==> config.mk <==
export PLATFORM = sky130hd
export DESIGN_NAME = ttcb_ctrl_flat
export DESIGN_NICKNAME = d
export VERILOG_FILES = /design/src/rtl/core/ttcb_pkg.sv /design/src/rtl/core/ttcb_if.sv /design/src/rtl/core/ttcb_ctrl.sv /design/src/flat_wrapper.sv
export SDC_FILE = /design/constraint.sdc
export NUM_CORES = 1
export LEC_CHECK = 0
export ABC_AREA = 1
export BUFFER_PORTS_ARGS = -buffer_cell sky130_fd_sc_hd__buf_2
export CAP_MARGIN = 30
export CORE_UTILIZATION = 61
export CTS_BUF_LIST = sky130_fd_sc_hd__clkbuf_4
export CTS_CLUSTER_SIZE = 16
export DETAILED_ROUTE_END_ITERATION = 8
export HOLD_SLACK_MARGIN = 0.1
export PLACE_DENSITY = 0.95
export SLEW_MARGIN = 10
export SYNTH_ARGS = -nofsm -noshare
export SYNTH_HDL_FRONTEND = slang
export SYNTH_SLANG_ARGS = --single-unit
==> constraint.sdc <==
create_clock -name clock -period 22.3 [get_ports clock]
set_input_delay 4.46 -clock clock [delete_from_list [all_inputs] [get_ports clock]]
set_output_delay 4.46 -clock clock [all_outputs]
set_load 0.05 [all_outputs]
==> src/rtl/core/ttcb_pkg.sv <==
`timescale 1ns / 1ps
// ----------------------------------------------------------------------------
// ttcb_pkg
// shared widths, codes and types of the terminal cursor buffer
// ----------------------------------------------------------------------------
package ttcb_pkg;

   // default geometry
   localparam int MAX_COLS_DEF   = 128;
   localparam int MAX_ROWS_DEF   = 64;
   localparam int STYLE_BITS_DEF = 16;

   // channel field widths
   localparam int ACTION_W  = 2;
   localparam int CH_W      = 21;
   localparam int STYLE_W   = 16;
   localparam int RCOL_W    = 7;
   localparam int RROW_W    = 6;
   localparam int CCOL_W    = 7;
   localparam int CROW_W    = 6;

   // register widths
   localparam int COLS_W    = 8;
   localparam int ROWS_W    = 7;
   localparam int TAB_W     = 5;
   localparam int CSR_IDX_W = 2;
   localparam int CSR_DAT_W = 16;

   // effective grid size, wide enough for the whole geometry range
   localparam int EFF_COLS_W = 9;
   localparam int EFF_ROWS_W = 8;

   // actions
   localparam logic [ACTION_W-1:0] ACT_PUT   = 2'd0;
   localparam logic [ACTION_W-1:0] ACT_READ  = 2'd1;
   localparam logic [ACTION_W-1:0] ACT_CLEAR = 2'd2;

   // register indexes
   localparam logic [CSR_IDX_W-1:0] CSR_COLS  = 2'd0;
   localparam logic [CSR_IDX_W-1:0] CSR_ROWS  = 2'd1;
   localparam logic [CSR_IDX_W-1:0] CSR_TAB   = 2'd2;
   localparam logic [CSR_IDX_W-1:0] CSR_BLANK = 2'd3;

   // register reset values
   localparam logic [COLS_W-1:0]  COLS_RST  = 8'd80;
   localparam logic [ROWS_W-1:0]  ROWS_RST  = 7'd25;
   localparam logic [TAB_W-1:0]   TAB_RST   = 5'd8;
   localparam logic [STYLE_W-1:0] BLANK_RST = 16'd0;

   // character codes
   localparam logic [CH_W-1:0] CH_BS    = 21'd8;
   localparam logic [CH_W-1:0] CH_TAB   = 21'd9;
   localparam logic [CH_W-1:0] CH_LF    = 21'd10;
   localparam logic [CH_W-1:0] CH_VT    = 21'd11;
   localparam logic [CH_W-1:0] CH_CR    = 21'd13;
   localparam logic [CH_W-1:0] CH_SPACE = 21'd32;
   localparam logic [CH_W-1:0] CH_DEL   = 21'd127;

   typedef struct packed {
      logic [EFF_COLS_W-1:0] cols_eff;
      logic [EFF_ROWS_W-1:0] rows_eff;
      logic [TAB_W-1:0]      tab;
      logic [STYLE_W-1:0]    blank_style;
   } cfg_type;

   typedef struct packed {
      logic [CCOL_W-1:0]  cursor_col;
      logic [CROW_W-1:0]  cursor_row;
      logic [CH_W-1:0]    read_char;
      logic [STYLE_W-1:0] read_style;
      logic               scrolled;
   } rsp_type;

endpackage

==> src/rtl/core/ttcb_if.sv <==
`timescale 1ns / 1ps
// ----------------------------------------------------------------------------
// ttcb channel interfaces
// request, response and register write channels with valid/ready
// ----------------------------------------------------------------------------
interface ttcb_req_if;
   logic                          valid;
   logic                          ready;
   logic [ttcb_pkg::ACTION_W-1:0] action;
   logic [ttcb_pkg::CH_W-1:0]     ch;
   logic [ttcb_pkg::STYLE_W-1:0]  style;
   logic [ttcb_pkg::RCOL_W-1:0]   read_col;
   logic [ttcb_pkg::RROW_W-1:0]   read_row;

   modport source (output valid, action, ch, style, read_col, read_row, input ready);
   modport sink   (input valid, action, ch, style, read_col, read_row, output ready);
endinterface

interface ttcb_rsp_if;
   logic                         valid;
   logic                         ready;
   logic [ttcb_pkg::CCOL_W-1:0]  cursor_col;
   logic [ttcb_pkg::CROW_W-1:0]  cursor_row;
   logic [ttcb_pkg::CH_W-1:0]    read_char;
   logic [ttcb_pkg::STYLE_W-1:0] read_style;
   logic                         scrolled;

   modport source (output valid, cursor_col, cursor_row, read_char, read_style, scrolled,
                   input ready);
   modport sink   (input valid, cursor_col, cursor_row, read_char, read_style, scrolled,
                   output ready);
endinterface


==> src/rtl/core/ttcb_ctrl.sv <==
`timescale 1ns / 1ps
// ----------------------------------------------------------------------------
// ttcb_ctrl
// item sequencer: cursor, scroll offset, cell store access and row sweeps
// ----------------------------------------------------------------------------
module ttcb_ctrl #(
   parameter int MAX_COLS   = ttcb_pkg::MAX_COLS_DEF,
   parameter int MAX_ROWS   = ttcb_pkg::MAX_ROWS_DEF,
   parameter int STYLE_BITS = ttcb_pkg::STYLE_BITS_DEF
) (
   input  logic                  clock,
   input  logic                  reset,
   ttcb_req_if.sink              req_chan,
   ttcb_rsp_if.source            rsp_chan,
   input  ttcb_pkg::cfg_type     cfg,
   output logic                  ram_wr_en,
   output logic [$clog2(MAX_COLS*MAX_ROWS)-1:0] ram_wr_addr,
   output logic [ttcb_pkg::CH_W+STYLE_BITS-1:0] ram_wr_data,
   output logic                  ram_rd_en,
   output logic [$clog2(MAX_COLS*MAX_ROWS)-1:0] ram_rd_addr,
   input  logic [ttcb_pkg::CH_W+STYLE_BITS-1:0] ram_rd_data
);

   localparam int CW    = $clog2(MAX_COLS);
   localparam int RW    = $clog2(MAX_ROWS);
   localparam int DEPTH = MAX_COLS * MAX_ROWS;
   localparam int AW    = $clog2(DEPTH);
   localparam int XW    = ttcb_pkg::EFF_COLS_W + 5;
   localparam int YW    = ttcb_pkg::EFF_ROWS_W + 1;
   localparam int SW    = STYLE_BITS + ttcb_pkg::STYLE_W;

   localparam logic [RW:0]   ROWS_LIM  = (RW+1)'(MAX_ROWS);
   localparam logic [RW-1:0] TOP_LAST  = RW'(MAX_ROWS - 1);
   localparam logic [AW-1:0] ADDR_LAST = AW'(DEPTH - 1);
   localparam logic [AW-1:0] ROW_SPAN  = AW'(MAX_COLS - 1);

   typedef enum logic [1:0] {
      ST_IDLE,
      ST_READ,
      ST_WALK
   } state_type;

   // physical row is the logical row rotated by the scroll offset
   function automatic logic [AW-1:0] cell_addr(input logic [CW-1:0] col,
                                               input logic [RW-1:0] row,
                                               input logic [RW-1:0] top);
      logic [RW:0] phys;
      phys = {1'b0, row} + {1'b0, top};
      if (phys >= ROWS_LIM) begin
         phys = phys - ROWS_LIM;
      end
      return AW'(phys) * AW'(MAX_COLS) + AW'(col);
   endfunction

   function automatic logic [ttcb_pkg::CCOL_W-1:0] to_ccol(input logic [CW-1:0] v);
      logic [CW+ttcb_pkg::CCOL_W-1:0] t;
      t = {{ttcb_pkg::CCOL_W{1'b0}}, v};
      return t[ttcb_pkg::CCOL_W-1:0];
   endfunction

   function automatic logic [ttcb_pkg::CROW_W-1:0] to_crow(input logic [RW-1:0] v);
      logic [RW+ttcb_pkg::CROW_W-1:0] t;
      t = {{ttcb_pkg::CROW_W{1'b0}}, v};
      return t[ttcb_pkg::CROW_W-1:0];
   endfunction

   function automatic logic [CW-1:0] from_rcol(input logic [ttcb_pkg::RCOL_W-1:0] v);
      logic [CW+ttcb_pkg::RCOL_W-1:0] t;
      t = {{CW{1'b0}}, v};
      return t[CW-1:0];
   endfunction

   function automatic logic [RW-1:0] from_rrow(input logic [ttcb_pkg::RROW_W-1:0] v);
      logic [RW+ttcb_pkg::RROW_W-1:0] t;
      t = {{RW{1'b0}}, v};
      return t[RW-1:0];
   endfunction

   state_type             state_ff, state_in;
   logic [CW-1:0]         cur_col_ff, cur_col_in;
   logic [RW-1:0]         cur_row_ff, cur_row_in;
   logic [RW-1:0]         top_ff, top_in;
   logic [AW-1:0]         walk_addr_ff, walk_addr_in;
   logic [AW-1:0]         walk_last_ff, walk_last_in;
   logic [STYLE_BITS-1:0] walk_style_ff, walk_style_in;
   logic                  walk_reply_ff, walk_reply_in;
   logic                  walk_scroll_ff, walk_scroll_in;
   logic                  in_grid_ff, in_grid_in;
   logic                  res_valid_ff, res_valid_in;
   ttcb_pkg::rsp_type     res_ff, res_in;
   logic                  rsp_valid_ff, rsp_valid_in;
   ttcb_pkg::rsp_type     rsp_ff, rsp_in;

   logic [ttcb_pkg::EFF_COLS_W-1:0] cols_m1;
   logic [ttcb_pkg::EFF_ROWS_W-1:0] rows_m1;
   logic [CW-1:0]         col_last, col_cl;
   logic [RW-1:0]         row_last, row_cl;
   logic [SW-1:0]         req_style_ext, blank_style_ext, rd_style_ext;
   logic [STYLE_BITS-1:0] req_style_st, blank_style_st;
   logic                  accept;
   logic [XW-1:0]         x, w;
   logic [YW-1:0]         y, h;
   logic                  place, scroll;
   logic [CW-1:0]         new_col;
   logic [RW-1:0]         new_row;
   logic [RW-1:0]         top_next;
   logic [AW-1:0]         put_addr, rd_addr, row_base;
   logic                  rd_in_grid;

   // grid bounds and cursor clamped into a possibly shrunk grid
   always_comb begin
      cols_m1  = cfg.cols_eff - ttcb_pkg::EFF_COLS_W'(1);
      rows_m1  = cfg.rows_eff - ttcb_pkg::EFF_ROWS_W'(1);
      col_last = cols_m1[CW-1:0];
      row_last = rows_m1[RW-1:0];
      col_cl   = (XW'(cur_col_ff) >= XW'(cfg.cols_eff)) ? col_last : cur_col_ff;
      row_cl   = (YW'(cur_row_ff) >= YW'(cfg.rows_eff)) ? row_last : cur_row_ff;
   end

   // style width adaptation
   always_comb begin
      req_style_ext   = {{STYLE_BITS{1'b0}}, req_chan.style};
      blank_style_ext = {{STYLE_BITS{1'b0}}, cfg.blank_style};
      rd_style_ext    = {{ttcb_pkg::STYLE_W{1'b0}}, ram_rd_data[STYLE_BITS-1:0]};
      req_style_st    = req_style_ext[STYLE_BITS-1:0];
      blank_style_st  = blank_style_ext[STYLE_BITS-1:0];
   end

   // next cursor for a put
   always_comb begin
      x      = XW'(col_cl);
      y      = YW'(row_cl);
      w      = XW'(cfg.cols_eff);
      h      = YW'(cfg.rows_eff);
      place  = 1'b0;
      scroll = 1'b0;
      if (req_chan.ch == ttcb_pkg::CH_BS) begin
         // backspace: wrap back one row, never scrolls
         if (x != '0) begin
            x = x - XW'(1);
         end else if (y != '0) begin
            x = w - XW'(1);
            y = y - YW'(1);
         end
      end else begin
         unique case (req_chan.ch)
            ttcb_pkg::CH_CR: begin
               x = '0;
            end
            ttcb_pkg::CH_LF: begin
               x = '0;
               y = y + YW'(1);
            end
            ttcb_pkg::CH_TAB: begin
               x = x + XW'(cfg.tab);
            end
            ttcb_pkg::CH_VT: begin
               y = y + YW'(1);
            end
            ttcb_pkg::CH_DEL: begin
            end
            default: begin
               place = 1'b1;
               x     = x + XW'(1);
            end
         endcase
         if (x >= w) begin
            x = '0;
            y = y + YW'(1);
         end
         if (y >= h) begin
            scroll = 1'b1;
            y      = y - YW'(1);
         end
      end
      new_col = x[CW-1:0];
      new_row = y[RW-1:0];
   end

   // store addresses
   always_comb begin
      top_next   = (top_ff == TOP_LAST) ? '0 : top_ff + RW'(1);
      put_addr   = cell_addr(col_cl, row_cl, top_ff);
      rd_addr    = cell_addr(from_rcol(req_chan.read_col), from_rrow(req_chan.read_row),
                             top_ff);
      row_base   = cell_addr('0, row_last, top_next);
      rd_in_grid = (ttcb_pkg::EFF_COLS_W'(req_chan.read_col) < cfg.cols_eff) &&
                   (ttcb_pkg::EFF_ROWS_W'(req_chan.read_row) < cfg.rows_eff);
   end

   assign accept         = req_chan.valid && req_chan.ready;
   assign req_chan.ready = (state_ff == ST_IDLE) && !res_valid_ff;

   always_comb begin
      state_in       = state_ff;
      cur_col_in     = col_cl;
      cur_row_in     = row_cl;
      top_in         = top_ff;
      walk_addr_in   = walk_addr_ff;
      walk_last_in   = walk_last_ff;
      walk_style_in  = walk_style_ff;
      walk_reply_in  = walk_reply_ff;
      walk_scroll_in = walk_scroll_ff;
      in_grid_in     = in_grid_ff;
      res_valid_in   = res_valid_ff;
      res_in         = res_ff;
      ram_wr_en      = 1'b0;
      ram_wr_addr    = walk_addr_ff;
      ram_wr_data    = {ttcb_pkg::CH_SPACE, walk_style_ff};
      ram_rd_en      = 1'b0;
      ram_rd_addr    = rd_addr;

      // result stage to output register
      rsp_valid_in = rsp_valid_ff && !rsp_chan.ready;
      rsp_in       = rsp_ff;
      if (res_valid_ff && (!rsp_valid_ff || rsp_chan.ready)) begin
         rsp_valid_in = 1'b1;
         rsp_in       = res_ff;
         res_valid_in = 1'b0;
      end

      unique case (state_ff)
         ST_IDLE: begin
            if (accept) begin
               res_in.cursor_col = to_ccol(col_cl);
               res_in.cursor_row = to_crow(row_cl);
               res_in.read_char  = '0;
               res_in.read_style = '0;
               res_in.scrolled   = 1'b0;
               case (req_chan.action)
                  ttcb_pkg::ACT_PUT: begin
                     if (place) begin
                        ram_wr_en   = 1'b1;
                        ram_wr_addr = put_addr;
                        ram_wr_data = {req_chan.ch, req_style_st};
                     end
                     cur_col_in        = new_col;
                     cur_row_in        = new_row;
                     res_in.cursor_col = to_ccol(new_col);
                     res_in.cursor_row = to_crow(new_row);
                     if (scroll) begin
                        // rotate up and blank the new bottom row
                        top_in         = top_next;
                        walk_addr_in   = row_base;
                        walk_last_in   = row_base + ROW_SPAN;
                        walk_style_in  = blank_style_st;
                        walk_reply_in  = 1'b1;
                        walk_scroll_in = 1'b1;
                        state_in       = ST_WALK;
                     end else begin
                        res_valid_in = 1'b1;
                     end
                  end
                  ttcb_pkg::ACT_READ: begin
                     ram_rd_en  = 1'b1;
                     in_grid_in = rd_in_grid;
                     state_in   = ST_READ;
                  end
                  ttcb_pkg::ACT_CLEAR: begin
                     // cursor goes home and the reply reports it there
                     cur_col_in        = '0;
                     cur_row_in        = '0;
                     res_in.cursor_col = '0;
                     res_in.cursor_row = '0;
                     top_in            = '0;
                     walk_addr_in      = '0;
                     walk_last_in      = ADDR_LAST;
                     walk_style_in     = blank_style_st;
                     walk_reply_in     = 1'b1;
                     walk_scroll_in    = 1'b0;
                     state_in          = ST_WALK;
                  end
                  default: begin
                     res_valid_in = 1'b1;
                  end
               endcase
            end
         end
         ST_READ: begin
            res_valid_in = 1'b1;
            if (in_grid_ff) begin
               res_in.read_char  = ram_rd_data[ttcb_pkg::CH_W+STYLE_BITS-1:STYLE_BITS];
               res_in.read_style = rd_style_ext[ttcb_pkg::STYLE_W-1:0];
            end else begin
               res_in.read_char  = ttcb_pkg::CH_SPACE;
               res_in.read_style = blank_style_ext[ttcb_pkg::STYLE_W-1:0];
            end
            state_in = ST_IDLE;
         end
         ST_WALK: begin
            ram_wr_en    = 1'b1;
            walk_addr_in = walk_addr_ff + AW'(1);
            if (walk_addr_ff == walk_last_ff) begin
               state_in = ST_IDLE;
               if (walk_reply_ff) begin
                  res_valid_in    = 1'b1;
                  res_in.scrolled = walk_scroll_ff;
                  walk_reply_in   = 1'b0;
               end
            end
         end
         default: begin
            state_in = ST_IDLE;
         end
      endcase
   end

   always_ff @(posedge clock) begin
      if (reset) begin
         state_ff       <= ST_WALK;
         cur_col_ff     <= '0;
         cur_row_ff     <= '0;
         top_ff         <= '0;
         walk_addr_ff   <= '0;
         walk_last_ff   <= ADDR_LAST;
         walk_style_ff  <= '0;
         walk_reply_ff  <= 1'b0;
         walk_scroll_ff <= 1'b0;
         res_valid_ff   <= 1'b0;
         rsp_valid_ff   <= 1'b0;
      end else begin
         state_ff       <= state_in;
         cur_col_ff     <= cur_col_in;
         cur_row_ff     <= cur_row_in;
         top_ff         <= top_in;
         walk_addr_ff   <= walk_addr_in;
         walk_last_ff   <= walk_last_in;
         walk_style_ff  <= walk_style_in;
         walk_reply_ff  <= walk_reply_in;
         walk_scroll_ff <= walk_scroll_in;
         res_valid_ff   <= res_valid_in;
         rsp_valid_ff   <= rsp_valid_in;
      end
      in_grid_ff <= in_grid_in;
      res_ff     <= res_in;
      rsp_ff     <= rsp_in;
   end

   assign rsp_chan.valid      = rsp_valid_ff;
   assign rsp_chan.cursor_col = rsp_ff.cursor_col;
   assign rsp_chan.cursor_row = rsp_ff.cursor_row;
   assign rsp_chan.read_char  = rsp_ff.read_char;
   assign rsp_chan.read_style = rsp_ff.read_style;
   assign rsp_chan.scrolled   = rsp_ff.scrolled;

   // checks
   default disable iff (reset);

   a_walk_in_range: assert property (@(posedge clock)
      state_ff == ST_WALK |-> walk_addr_ff <= walk_last_ff)
      else $error("sweep address past its end");

   a_top_in_range: assert property (@(posedge clock)
      top_ff <= TOP_LAST)
      else $error("scroll offset out of range");

   a_busy_no_result: assert property (@(posedge clock)
      state_ff != ST_IDLE |-> !res_valid_ff)
      else $error("result stage busy while an item is in flight");

   a_read_one_cycle: assert property (@(posedge clock)
      state_ff == ST_READ |=> state_ff == ST_IDLE && res_valid_ff)
      else $error("read result not captured after one cycle");

   a_scroll_bottom: assert property (@(posedge clock)
      res_valid_ff && res_ff.scrolled |-> res_ff.cursor_row == to_crow(row_last))
      else $error("scroll left cursor off the bottom row");

endmodule

==> src/flat_wrapper.sv <==
// flat-port wrapper written by rule: the top's interface ports become plain ports
module ttcb_ctrl_flat 
#(
   parameter int MAX_COLS   = ttcb_pkg::MAX_COLS_DEF,
   parameter int MAX_ROWS   = ttcb_pkg::MAX_ROWS_DEF,
   parameter int STYLE_BITS = ttcb_pkg::STYLE_BITS_DEF
)
  (clock, reset, cfg, ram_wr_en, ram_wr_addr, ram_wr_data, ram_rd_en, ram_rd_addr, ram_rd_data, req_chan_valid, req_chan_action, req_chan_ch, req_chan_style, req_chan_read_col, req_chan_read_row, req_chan_ready, rsp_chan_valid, rsp_chan_cursor_col, rsp_chan_cursor_row, rsp_chan_read_char, rsp_chan_read_style, rsp_chan_scrolled, rsp_chan_ready);
  ttcb_req_if req_chan_i ();
  ttcb_rsp_if rsp_chan_i ();
  input  logic clock;
  input  logic reset;
  input  ttcb_pkg::cfg_type cfg;
  output logic ram_wr_en;
  output logic [$clog2(MAX_COLS*MAX_ROWS)-1:0] ram_wr_addr;
  output logic [ttcb_pkg::CH_W+STYLE_BITS-1:0] ram_wr_data;
  output logic ram_rd_en;
  output logic [$clog2(MAX_COLS*MAX_ROWS)-1:0] ram_rd_addr;
  input  logic [ttcb_pkg::CH_W+STYLE_BITS-1:0] ram_rd_data;
  input wire logic [$bits(req_chan_i.valid)-1:0] req_chan_valid;
  input wire logic [$bits(req_chan_i.action)-1:0] req_chan_action;
  input wire logic [$bits(req_chan_i.ch)-1:0] req_chan_ch;
  input wire logic [$bits(req_chan_i.style)-1:0] req_chan_style;
  input wire logic [$bits(req_chan_i.read_col)-1:0] req_chan_read_col;
  input wire logic [$bits(req_chan_i.read_row)-1:0] req_chan_read_row;
  output wire logic [$bits(req_chan_i.ready)-1:0] req_chan_ready;
  output wire logic [$bits(rsp_chan_i.valid)-1:0] rsp_chan_valid;
  output wire logic [$bits(rsp_chan_i.cursor_col)-1:0] rsp_chan_cursor_col;
  output wire logic [$bits(rsp_chan_i.cursor_row)-1:0] rsp_chan_cursor_row;
  output wire logic [$bits(rsp_chan_i.read_char)-1:0] rsp_chan_read_char;
  output wire logic [$bits(rsp_chan_i.read_style)-1:0] rsp_chan_read_style;
  output wire logic [$bits(rsp_chan_i.scrolled)-1:0] rsp_chan_scrolled;
  input wire logic [$bits(rsp_chan_i.ready)-1:0] rsp_chan_ready;
  assign req_chan_i.valid = req_chan_valid;
  assign req_chan_i.action = req_chan_action;
  assign req_chan_i.ch = req_chan_ch;
  assign req_chan_i.style = req_chan_style;
  assign req_chan_i.read_col = req_chan_read_col;
  assign req_chan_i.read_row = req_chan_read_row;
  assign req_chan_ready = req_chan_i.ready;
  assign rsp_chan_valid = rsp_chan_i.valid;
  assign rsp_chan_cursor_col = rsp_chan_i.cursor_col;
  assign rsp_chan_cursor_row = rsp_chan_i.cursor_row;
  assign rsp_chan_read_char = rsp_chan_i.read_char;
  assign rsp_chan_read_style = rsp_chan_i.read_style;
  assign rsp_chan_scrolled = rsp_chan_i.scrolled;
  assign rsp_chan_i.ready = rsp_chan_ready;
  ttcb_ctrl #(.MAX_COLS(MAX_COLS), .MAX_ROWS(MAX_ROWS), .STYLE_BITS(STYLE_BITS)) u_core (.clock(clock), .reset(reset), .req_chan(req_chan_i), .rsp_chan(rsp_chan_i), .cfg(cfg), .ram_wr_en(ram_wr_en), .ram_wr_addr(ram_wr_addr), .ram_wr_data(ram_wr_data), .ram_rd_en(ram_rd_en), .ram_rd_addr(ram_rd_addr), .ram_rd_data(ram_rd_data));
endmodule
# Word level (Yosys, flattened, before mapping)
# Cells that the tools add are included.
# word_totals
out_inout_bits,118
mem_bits_ro,0
ram_bits,0
mem_count,0
input_bits,131
regBits,170
latchBits,0
# op_classes
addsub,21
eq_ne,19
order_cmp,9
div_mod_pow,0
shifts,0
bitwise_logic,0
n_mux,81
reduce_logical,29
mul,0
# ops
cell,n
37-bit 2-to-1 mux,5
21-bit by 4-bit equality test with 1-bit output (second input constant),5
13-bit one-hot mux with 2 select lines,4
13-bit 2-to-1 mux,7
37-bit one-hot mux with 2 select lines,1
6-bit 2-to-1 mux,12
7-bit 2-to-1 mux,7
14-bit one-hot mux with 3 select lines,1
38-bit 2-to-1 mux,1
9-bit 2-to-1 mux,4
6-bit by 1-bit subtractor with 6-bit output (second input constant),6
16-bit one-hot mux with 2 select lines,1
13-bit by 7-bit adder with 13-bit output,2
6-bit one-hot mux with 2 select lines,2
6-bit by 6-bit adder with 7-bit output,3
21-bit by 7-bit equality test with 1-bit output (second input constant),1
7-bit >= comparator (second input constant),3
1-bit 2-to-1 mux,21
7-bit by 1-bit subtractor with 7-bit output (second input constant),3
16-bit 2-to-1 mux,1
4-bit AND reduction,4
14-bit by 9-bit >= comparator with 1-bit output,1
14-bit 2-to-1 mux,1
7-bit one-hot mux with 2 select lines,1
37 further kinds,62

# Depth between registers and ports, before layout
# Gate-level depths: netlist of run 1.
# depth
depth_word,15
mapped_depth,51

# Worst setup path before layout of run 1
# OpenSTA, ideal clock, no wires.
# synth_timing
kind,in2out
start,input cfg[26] (netlist name)
end,output ram_wr_addr[12]
t_required_ns,17.840
setup_slack_ns,10.420
t_arrival_ns,7.420
path_stages,20
n_path_buf,0
path_cell_list,inv_1 > ha_1 > nand2_1 > inv_1 > nand2_1 > nor2_2 > nor2_4 > nand2_4 > nand2_2 > nand2_4 > ha_1 > a21oi_1 > and2_1 > inv_1 > a21oi_1 > nor2_1 > nor2_1 > xor2_1 > xor2_1 > a21oi_1
# synth_between
elab_chain_cells,10
elab_cells_between_ends,12
cone_classes,add/sub: 4; order compare: 2; mux: 6
# synth_rtl
element,line,rtl
start: declaration,flat_wrapper.sv:13,input ttcb_pkg::cfg_type cfg;
6-bit by 8-bit >= comparator with 1-bit output or 6-bit by 1-bit subtractor with 6-bit output (tied branches),"ttcb_ctrl.sv:117, ttcb_ctrl.sv:113",
6-bit 2-to-1 mux *,ttcb_ctrl.sv:117,row_cl = (YW'(cur_row_ff) >= YW'(cfg.rows_eff)) ? row_last : cur_row_ff;
6-bit by 6-bit adder with 7-bit output *,ttcb_ctrl.sv:48,"phys = {1'b0, row} + {1'b0, top};"
6-bit by 1-bit subtractor with 6-bit output or 7-bit >= comparator (tied branches),"ttcb_ctrl.sv:50, ttcb_ctrl.sv:49",
6-bit 2-to-1 mux *,ttcb_ctrl.sv:49,if (phys >= ROWS_LIM) begin
13-bit by 7-bit adder with 13-bit output *,ttcb_ctrl.sv:52,return AW'(phys) * AW'(MAX_COLS) + AW'(col);
13-bit 2-to-1 mux *,ttcb_ctrl.sv:232,if (place) begin
13-bit 2-to-1 mux *,ttcb_ctrl.sv:230,case (req_chan.action)
13-bit 2-to-1 mux *,ttcb_ctrl.sv:224,if (accept) begin
13-bit 2-to-1 mux *,ttcb_ctrl.sv:222,unique case (state_ff)
end: declaration,flat_wrapper.sv:15,output logic [$clog2(MAX_COLS*MAX_ROWS)-1:0] ram_wr_addr;
# Mark *: on every way between the ends. The rest lies on a longest branch, timed or not.

# Worst setup path in the final report of run 1
# layout_timing
start,input cfg[24] (netlist name)
end,output ram_wr_addr[12]
# Same word-level chain as after synthesis.

==> flow_summary.yaml, run 1 <==
flow_run:
  max_cap_violations: 0
setup_path:
  critPathCaptureType: "output pin"
  startpoint: "cfg[24]"
  cp-start-kind: "primary input"
  critPathKind: "in -> out"
  cp_cell_sequence: "buf_2 > inv_1 > ha_1 > nand2_1 > inv_1 > nand2_1 > nor2_2 > nor2_4 > nand2_4 > nand2_2 > nand2_4 > ha_1 > a21oi_1 > and2_1 > inv_1 > a21oi_1 > nor2_1 > nor2_1 > xor2_1 > xor2_1 > a21oi_1 > buf_2"
  reg2reg_from: "u_core.cur_col_ff[2]$_SDFF_PP0_"
  critPathTopFamily: "simple AND/OR/NAND/NOR gates"
  worst-path-stages: 22
  reg2reg_slack_ns: 14.79
  path_max_fanout: 9
  cp.arrival_ns: 7.48
  critPathCapture: "ram_wr_addr[12]"
  r2r-end: "u_core.top_ff[5]$_SDFFE_PP0P_"
  reg2reg_depth: 44
  path_buf_inv: 5
  cp_slowest_cell: "ha_1"
  critical_path_required_ns: 17.84
  cpPeakStageDelay_ns: 0.35
sta:
  slew_headroom_pct: 42.3
  drv_slew: 0
  min_period_over_period_pct: 53.5
  finalSetupTns_ns: 0
  setup_viol: 0
  grt_setup_unrepaired: "false"
  fmax_mhz: 83.8
  tightestPinTransition_ns: 0.862
  finalClockSkew_ns: 0.0271
  hold_viol: 0
  finalCriticalPeriod_ns: 11.94
power:
  intPower_w: 0.000406
  p_leak_nw: 5.93
  p_seq_share_pct: 54.8
  ir_drop_mv: 0.0297
  p_per_area_nw_per_um2: 47.3
  power_switching_w: 0.000175
  comb_power_share_pct: 12.7
  pwr-share-clk_pct: 32.4
  swShare_pct: 30.1
route:
  wire_per_inst_um: 17.4
  drt-vias-per-instance: 5.73
  drc: 0
  drt_iter0_markers: 1056
  via_count: 10400
  ant_nets: 0
  first_pass_iters: 8
  routed_wl_um: 31700
floorplan:
  num_rows: 47
  coreArea_um2: 16800
  die_y_um: 134
  die_w_um: 134
  die_area_um2: 17900
  start_util_pct: 63.1
  ios: 249
clocking:
  clock_latency_ns: 0.60
  clk_pin_slew_ns: 0.17
  ctsResizeCount: 0
  cts_tree: "done"
  clock_sinks: 163
  clockRootBuffer: "clkbuf_4"
  htree_levels: 4
  post_cts_buffers: 0
  cts_buffers: 17
  cts_buffer_depth: 2
  ctsHoldBuffers: 0
finish:
  final_area_um2: 12300
  fin_util_pct: 73.2
  layout_common_cells: "nand2_1 (291), buf_2 (248), inv_1 (190)"
  area_growth_syn_to_layout_pct: 16.0
  final.fill_count: 1291
  layout.cells.most_common: "nand2_1"
  nets: 1789
  drive_gt1_share_pct: 23.5
synth:
  synth_top_family_by_area: "simple AND/OR/NAND/NOR gates"
  ys_seq_area_share_pct: 40.6
  synth_top_area_cell: "edfxtp_1"
  yosys.area_share.simple_pct: 23.1
  yosys.area_share.adder_pct: 9.40
  synth-xor-area-share_pct: 2.98
  netlist.area_leader.share_pct: 29.3
  synth_warnings: 0
  syn-cell-area_um2: 10600
  syn_inst: 1348
  yosys-top-cells-area: "edfxtp_1 (29%), dfxtp_1 (11%), nand2_1 (10%)"
  synth_edf_count: 103
  muxShareOfSynthArea_pct: 0
  synth_seq_cells: 163
  syn_nets: 1556
  async_reset_ff_share_pct: 0
  synth_ff_type: "edfxtp_1"
  avgSynthCellArea_um2: 7.84
  synth_compound_area_share_pct: 13.9
  synth.distinct_cells: 56
global_routing:
  antenna_found_initial: 4
  grt_usage_pct: 35.3
  grt_overflow: 0
  grt_pass1_wl_um: 48800
  grt_pass1_vias: 9735
  grt_start_max_net_pins: 56
placement:
  place_hpwl_um: 24500
  place_area_um2: 11900
  gp_congestion: 1.03
  port_buffers: 248
hold_path:
  hold_path_class: "reg -> reg"
  hold_path_depth: 0
outcome:
  run_status: "finished, final reports clean"
## through the flow
step	std cells	hold slack, ns	total power [W]	worst slack [ns]
after floorplan	1348	0.400	0.000369	10.42
after global placement	1781	0.400	0.000394	10.52
after detailed placement	1782	0.405	0.000396	10.42
after CTS	1814	0.439	0.000579	10.40
after global routing	1815	0.433	0.000599	10.04
final	1816	0.429	0.000580	10.36
## synth_stat cells (16+ instances only)
master and instances:
a21oi_1 94, clkbuf_1 16, dfxtp_1 60, edfxtp_1 103
ha_1 73, inv_1 190, inv_2 23, nand2_1 291
nand2_2 16, nand3_1 72, nor2_1 113, o21ai_0 96
xor2_1 25
## registers in the layout, summed over array words and instances, names as in the netlist
signal	flops
u_core.rsp_chan.read_style	16
u_core.walk_addr_ff	13
u_core.rsp_chan.scrolled	1
u_core.in_grid_ff	1
u_core.walk_style_ff	16
u_core.cur_row_ff	6
u_core.rsp_chan.cursor_col	7
u_core.walk_last_ff	6
u_core.res_valid_ff	1
u_core.rsp_chan.read_char	21
u_core.rsp_chan.valid	1
u_core.rsp_chan.cursor_row	6
u_core.top_ff	6
u_core.res_ff	51
u_core.state_ff	2
u_core.walk_scroll_ff	1
u_core.cur_col_ff	7
u_core.walk_reply_ff	1
## power by group through the flow
stage               sequential, W  clock [W]  combinational, W
CTS                      0.000318   0.000189         0.0000723
global placement         0.000325          0         0.0000697
finish                   0.000318   0.000188         0.0000740
floorplan                0.000325          0         0.0000448
detailed placement       0.000325          0         0.0000717
global route             0.000318   0.000201         0.0000805
## worst min path at each step
stage                                     from                                       to  slack (ns)
4_1_cts         u_core.res_ff[0]$_SDFFCE_PN0P_       u_core.rsp_chan.scrolled$_DFFE_PP_        0.44
3_3_place_gp   u_core.res_ff[36]$_SDFFCE_PN0P_  u_core.rsp_chan.read_char[19]$_DFFE_PP_        0.40
5_1_grt            u_core.res_ff[48]$_DFFE_PP_  u_core.rsp_chan.cursor_col[4]$_DFFE_PP_        0.43
6_report        u_core.res_ff[8]$_SDFFCE_PN0P_  u_core.rsp_chan.read_style[7]$_DFFE_PP_        0.43
3_5_place_dp       u_core.res_ff[47]$_DFFE_PP_  u_core.rsp_chan.cursor_col[3]$_DFFE_PP_        0.40
2_1_floorplan      u_core.res_ff[44]$_DFFE_PP_  u_core.rsp_chan.cursor_col[0]$_DFFE_PP_        0.40
## layout make-up
type	instances	area, µm²	area share [%]
clock buffer	17	128	1.04
multi-input combinational	927	5250	42.8
clock inverter	15	190	1.55
timing repair buffer	254	1310	10.6
antenna	2	5.00	0.0408
tap	220	275	2.24
sequential	163	4290	35.0
inverter	218	823	6.71
## routing by layer
metal | up-vias | GRT usage, % | routed length [µm] | share of wire [%]
met3 | 128 | 7.34 | 2900 | 9.1
li1 | 4897 | - | - | -
met4 | 4 | 19.5 | 1560 | 4.9
met5 | - | 0 | 20 | 0.063
met2 | 660 | 60.3 | 15300 | 48
met1 | 4715 | 41.5 | 11900 | 38
## kinds of logic (layout without fill, tap and decap cells)
family | Yosys count | after routing
other | 1 | 3
flip-flops | 163 | 163
adder cells (fa/ha/maj) | 77 | 77
buffers and inverters | 258 | 504
AO/OA/AOI/OAI | 258 | 258
XOR/XNOR | 36 | 36
AND/OR/NAND/NOR | 555 | 555
## worst register-to-register path, delay by kind of cell, from the launching register on
kind                       cells  cell delay, ns
and+or+nand+nor               26            3.46
AOI/OAI and AO/OA             10            1.53
DFF                            1            0.49
adders and majority gates      4            1.28
buffers and inverters          4            0.67
(Power assumes the default switching activity.)
==> inputs of run 2 (changes only) <==
--- a/config.mk
+++ b/config.mk
@@ -8,12 +8,12 @@
 export ABC_AREA = 1
 export BUFFER_PORTS_ARGS = -buffer_cell sky130_fd_sc_hd__buf_2
 export CAP_MARGIN = 30
-export CORE_UTILIZATION = 61
+export CORE_UTILIZATION = 51
 export CTS_BUF_LIST = sky130_fd_sc_hd__clkbuf_4
 export CTS_CLUSTER_SIZE = 16
 export DETAILED_ROUTE_END_ITERATION = 8
 export HOLD_SLACK_MARGIN = 0.1
-export PLACE_DENSITY = 0.95
+export PLACE_DENSITY = 0.87
 export SLEW_MARGIN = 10
 export SYNTH_ARGS = -nofsm -noshare
 export SYNTH_HDL_FRONTEND = slang
==> constraint.sdc (replaced) <==
create_clock -name clock -period 10.9 [get_ports clock]
set_input_delay 2.18 -clock clock [delete_from_list [all_inputs] [get_ports clock]]
set_output_delay 2.18 -clock clock [all_outputs]
set_load 0.05 [all_outputs]
==> run 2 against run 1 <==
  * Combinational power rose by 110%
  * Clock skew fell by 0.0088 ns
  * Non-clock buffer count rose by 1
  * Sequential power rose by 100%
  * Worst setup slack got worse by 8.1 ns
  * Hold slack got worse by 0.015 ns
  * Clock power rose by 100%
  * Power rose by 100%
  * Via count fell by 4.9%
  * Global-route usage fell by 6.7 points
  * Sequential share of layout area fell by 0.17 points
==> flow_summary.yaml, run 2 (same netlist as run 1, synthesis figures left out) <==
finish:
  drive_gt1_share_pct: 23.6
  fin_util_pct: 60.7
  layout_common_cells: "nand2_1 (291), buf_2 (248), inv_1 (190)"
  top_register: "u_core.res_ff"
  layout.cells.most_common: "nand2_1"
  largest_reg_flops: 51
  nets: 1790
  area_growth_syn_to_layout_pct: 16.6
floorplan:
  die_y_um: 146
  num_rows: 52
  die_w_um: 146
  die_area_um2: 21300
  start_util_pct: 52.1
  ios: 249
  coreArea_um2: 20300
global_routing:
  grt_start_max_net_pins: 56
  grt_pass1_vias: 9294
  antenna_found_initial: 1
  grt_overflow: 0
  grt_usage_pct: 28.6
  grt_pass1_wl_um: 47300
power:
  comb_power_share_pct: 12.9
  p_seq_share_pct: 55.1
  ir_drop_mv: 0.0686
  intPower_w: 0.000830
  p_per_area_nw_per_um2: 95.8
  p_leak_nw: 5.93
  pwr-share-clk_pct: 31.9
  swShare_pct: 29.7
  power_switching_w: 0.000351
  p_total_w: 0.00118
route:
  wire_per_inst_um: 16.4
  ant_nets: 0
  routed_wl_um: 30600
  drc: 0
  first_pass_iters: 8
  drt-vias-per-instance: 5.30
  drt_iter0_markers: 923
  via_count: 9890
clocking:
  ctsHoldBuffers: 0
  clock_sinks: 163
  clockRootBuffer: "clkbuf_4"
  cts_buffers: 17
  cts_buffer_depth: 2
  cts_tree: "done"
  clock_latency_ns: 0.58
  ctsResizeCount: 0
  clk_pin_slew_ns: 0.16
  htree_levels: 4
  post_cts_buffers: 0
setup_path:
  cpPeakStageDelay_ns: 0.41
  reg2reg_slack_ns: 3.69
  critical_path_required_ns: 11.40
  path_max_fanout: 46
  cpMostUsedCell: "nand2_1"
  critPathKind: "in -> reg"
  critPathCaptureType: "flip-flop"
  cp.arrival_ns: 9.11
  cp-start-kind: "primary input"
  cp_slowest_cell: "o21ai_1"
sta:
  fmax_mhz: 116
  finalClockSkew_ns: 0.0183
  setup_viol: 0
  finalSetupTns_ns: 0
  tightestPinTransition_ns: 0.928
  grt_setup_unrepaired: "false"
  finalCriticalPeriod_ns: 8.61
  drv_slew: 0
  slew_headroom_pct: 37.9
  min_period_over_period_pct: 79.0
  hold_viol: 0
placement:
  place_hpwl_um: 23900
  gp_congestion: 0.954
  port_buffers: 248
outcome:
  run_status: "finished, final reports clean"
hold_path:
  hold_path_class: "reg -> reg"
flow_run:
  max_cap_violations: 0
-- run 2: changes by cell type in the layout (fill, tap and decap cells not counted) --
cell / previous run / this run
inv_8: 4 / 5
buf_4: 5 / 6
clkinvlp_4: 2 / 3
clkinv_4: 3 / 2
diode_2: 2 / 1
clkinv_8: 4 / 3
-- run 2: power groups by stage --
stage	clock network [W]	logic (W)	registers [W]
5_1_grt	0.000407	0.000167	0.000651
3_5_place_dp	0	0.000149	0.000664
2_1_floorplan	0	0.0000916	0.000664
4_1_cts	0.000385	0.000150	0.000651
3_3_place_gp	0	0.000146	0.000664
6_report	0.000377	0.000153	0.000651
-- run 2: metal layers --
layer / vias to the layer above / track usage, % / share of wire [%]
met5: - / 0 / 0
met4: 0 / 9.22 / 2.4
met3: 60 / 5.05 / 8.3
met2: 488 / 47.8 / 47
met1: 4447 / 37.7 / 42
li1: 4895 / - / -
-- run 2: final cells by class --
type                    instances  area [µm²]
fillers                      1796        7970
multi-input cells             927        5250
flip-flops and latches        163        4290
repair buffers                255        1310
inverters                     218         823
well taps                     270         338
clock inverters                15         184
clock buffers                  17         128
diodes                          1        2.50
-- run 2: worst paths after layout --
kind / start / end / cells after the start
min reg2reg: u_core.res_ff[22]$_SDFFCE_PN0P_ / u_core.rsp_chan.read_char[5]$_DFFE_PP_ / 0
min: u_core.res_ff[22]$_SDFFCE_PN0P_ / u_core.rsp_chan.read_char[5]$_DFFE_PP_ / 0
max: cfg[33] / u_core.top_ff[5]$_SDFFE_PP0P_ / 46
max reg2reg: u_core.cur_col_ff[2]$_SDFF_PP0_ / u_core.top_ff[5]$_SDFFE_PP0P_ / 44
-- run 2: through the flow --
| step | instances | hold WS [ns] | area (µm²) | setup slack (ns) |
|---|---|---|---|---|
| 2_1_floorplan | 1348 | 0.400 | 10600 | 3.03 |
| 3_3_place_gp | 1832 | 0.400 | 12000 | 1.98 |
| 3_5_place_dp | 1833 | 0.405 | 12000 | 1.79 |
| 4_1_cts | 1865 | 0.424 | 12300 | 2.41 |
| 5_1_grt | 1866 | 0.421 | 12300 | 1.56 |
| 6_report | 1866 | 0.415 | 12300 | 2.29 |
-- run 2: worst max-delay path: cells and delay by family --
kind	cells	cell delay, ns
buffers and inverters	6	0.91
adder cells (fa/ha/maj)	4	1.24
AND/OR/NAND/NOR	26	3.32
AO/OA/AOI/OAI	10	1.44
==> inputs of run 3 (changes only) <==
==> constraint.sdc (replaced) <==
create_clock -name clock -period 7.2 [get_ports clock]
set_input_delay 1.44 -clock clock [delete_from_list [all_inputs] [get_ports clock]]
set_output_delay 1.44 -clock clock [all_outputs]
set_load 0.05 [all_outputs]
==> run 3 against run 2 <==
  * Sequential share of layout area decreased by 1.1 points
  * Worst setup slack worse by 1.8 ns
  * First-iteration DRC count shrank 0.98%
  * Count of clock-buffer cells in the layout stayed put
  * Final cell count rose by 2.9%
  * Power up 50%
  * Non-clock buffer count up 53
==> flow_summary.yaml, run 3 (same netlist as run 1, synthesis figures left out) <==
outcome:
  run_status: "finished, final reports clean"
flow_run:
  max_cap_violations: 0
route:
  drt-vias-per-instance: 5.29
  drt_iter0_markers: 914
  via_count: 10200
  ant_nets: 0
  routed_wl_um: 31100
  wire_per_inst_um: 16.2
  first_pass_iters: 6
  drc: 0
finish:
  layout_common_cells: "nand2_1 (291), buf_2 (248), inv_1 (189)"
  area_growth_syn_to_layout_pct: 20.4
  nets: 1844
  multi_input_area_um2: 5270
  drive_gt1_share_pct: 26.3
  largest_reg_flops: 51
  layout.cells.most_common: "nand2_1"
  seqCellArea_um2: 4290
  top_register: "u_core.res_ff"
  final.fill_count: 1763
  finalNonFillerCells: 1921
power:
  ir_drop_mv: 0.0884
  p_per_area_nw_per_um2: 139
  p_total_w: 0.00177
  p_leak_nw: 6.20
placement:
  placedCellCount: 1886
  port_buffers: 248
  gp_congestion: 0.992
  place_hpwl_um: 24900
global_routing:
  antenna_found_initial: 2
  grt_pass1_vias: 9251
  grt_start_max_net_pins: 56
  grt_overflow: 0
  grt_usage_pct: 28.8
  grt_pass1_wl_um: 47700
clocking:
  cts_buffers: 17
  cts_tree: "done"
  clk_pin_slew_ns: 0.15
  clock_latency_ns: 0.57
  cts_buffer_depth: 2
  clockRootBuffer: "clkbuf_4"
  htree_levels: 4
  clock_sinks: 163
setup_path:
  reg2reg_slack_ns: 1.13
  cpPeakStageDelay_ns: 0.32
  r2r-end: "u_core.walk_style_ff[7]$_SDFFE_PP0P_"
  startpoint: "cfg[35]"
  cp_slowest_cell: "or2_2"
  critPathKind: "in -> reg"
  reg2reg_depth: 41
  critPathCapture: "u_core.walk_style_ff[7]$_SDFFE_PP0P_"
  reg2reg_from: "u_core.cur_col_ff[2]$_SDFF_PP0_"
  critPathCaptureType: "flip-flop"
  cp.arrival_ns: 7.14
  cpMostUsedCell: "nand2_1"
  critical_path_required_ns: 7.65
  path_max_fanout: 34
  cp-start-kind: "primary input"
sta:
  grt_setup_unrepaired: "false"
  slew_headroom_pct: 47.1
  finalCriticalPeriod_ns: 6.69
  min_period_over_period_pct: 92.8
  tightestPinTransition_ns: 0.794
  hold_viol: 0
  finalClockSkew_ns: 0.0199
  whs_ns: 0.426
  drv_slew: 0
  setup_viol: 0
  fmax_mhz: 150
floorplan:
  die_y_um: 146
  die_w_um: 146
  die_area_um2: 21300
  start_util_pct: 52.1
  coreArea_um2: 20300
  ios: 249
  num_rows: 52
hold_path:
  min_from: "u_core.res_ff[5]$_SDFFCE_PN0P_"
  hold_path_class: "reg -> reg"
## run 3: how the worst min path moves through the flow
stage,depth (start not counted),end
3_3_place_gp,0,u_core.rsp_chan.read_char[16]$_DFFE_PP_
3_5_place_dp,0,u_core.rsp_chan.cursor_row[4]$_DFFE_PP_
4_1_cts,0,u_core.rsp_chan.read_style[4]$_DFFE_PP_
6_report,0,u_core.rsp_chan.read_style[4]$_DFFE_PP_
5_1_grt,0,u_core.rsp_chan.read_style[4]$_DFFE_PP_
2_1_floorplan,0,u_core.rsp_chan.cursor_col[0]$_DFFE_PP_
## run 3: final cells by class
type | count | area share, %
multi-input cells | 928 | 41.4
inverters | 218 | 6.46
flip-flops and latches | 163 | 33.7
well taps | 270 | 2.65
repair buffers | 308 | 13.3
diodes | 2 | 0.0393
clock buffers | 17 | 1.00
clock inverters | 15 | 1.40
## run 3: worst max-delay path, delay by kind of cell
family | cells | cell delay (ns)
adder cells (fa/ha/maj) | 4 | 1.22
AND/OR/NAND/NOR | 26 | 2.80
AO/OA/AOI/OAI | 9 | 1.07
buffers and inverters | 6 | 0.57
## run 3: where the power goes
group / leakage, nW / internal, W / switching, W
Sequential: 1.41 / 0.000984 / 0.00000160
Combinational: 4.63 / 0.0000861 / 0.000153
Clock: 0.156 / 0.000165 / 0.000384
## run 3: metal layers
layer	vias to the layer above	routed length, µm	track usage (%)
met2	451	14600	48.9
met5	-	0	0
met1	4636	13600	38.0
met3	58	2070	3.42
li1	5017	-	-
met4	0	833	9.48
## run 3: timing repair
action | CTS | global route
gates resized for setup | 0 | 4
endpoints found under the setup margin | 0 | 22
hold endpoints to repair | 0 | 0
setup buffers | 0 | 0
hold buffers | 0 | 0
## run 3: per-stage QoR
stage / cell area [µm²] / setup slack (ns) / utilization, % / TNS (ns)
floorplan: 10600 / 0.0684 / - / 0
finish: 12700 / 0.515 / 62.7 / 0
global placement: 12400 / -0.00888 / 61.0 / -0.113
CTS: 12700 / 0.492 / 62.6 / 0
global route: 12700 / 0.0426 / 62.7 / 0
detailed placement: 12400 / -0.150 / 61.1 / -2.78
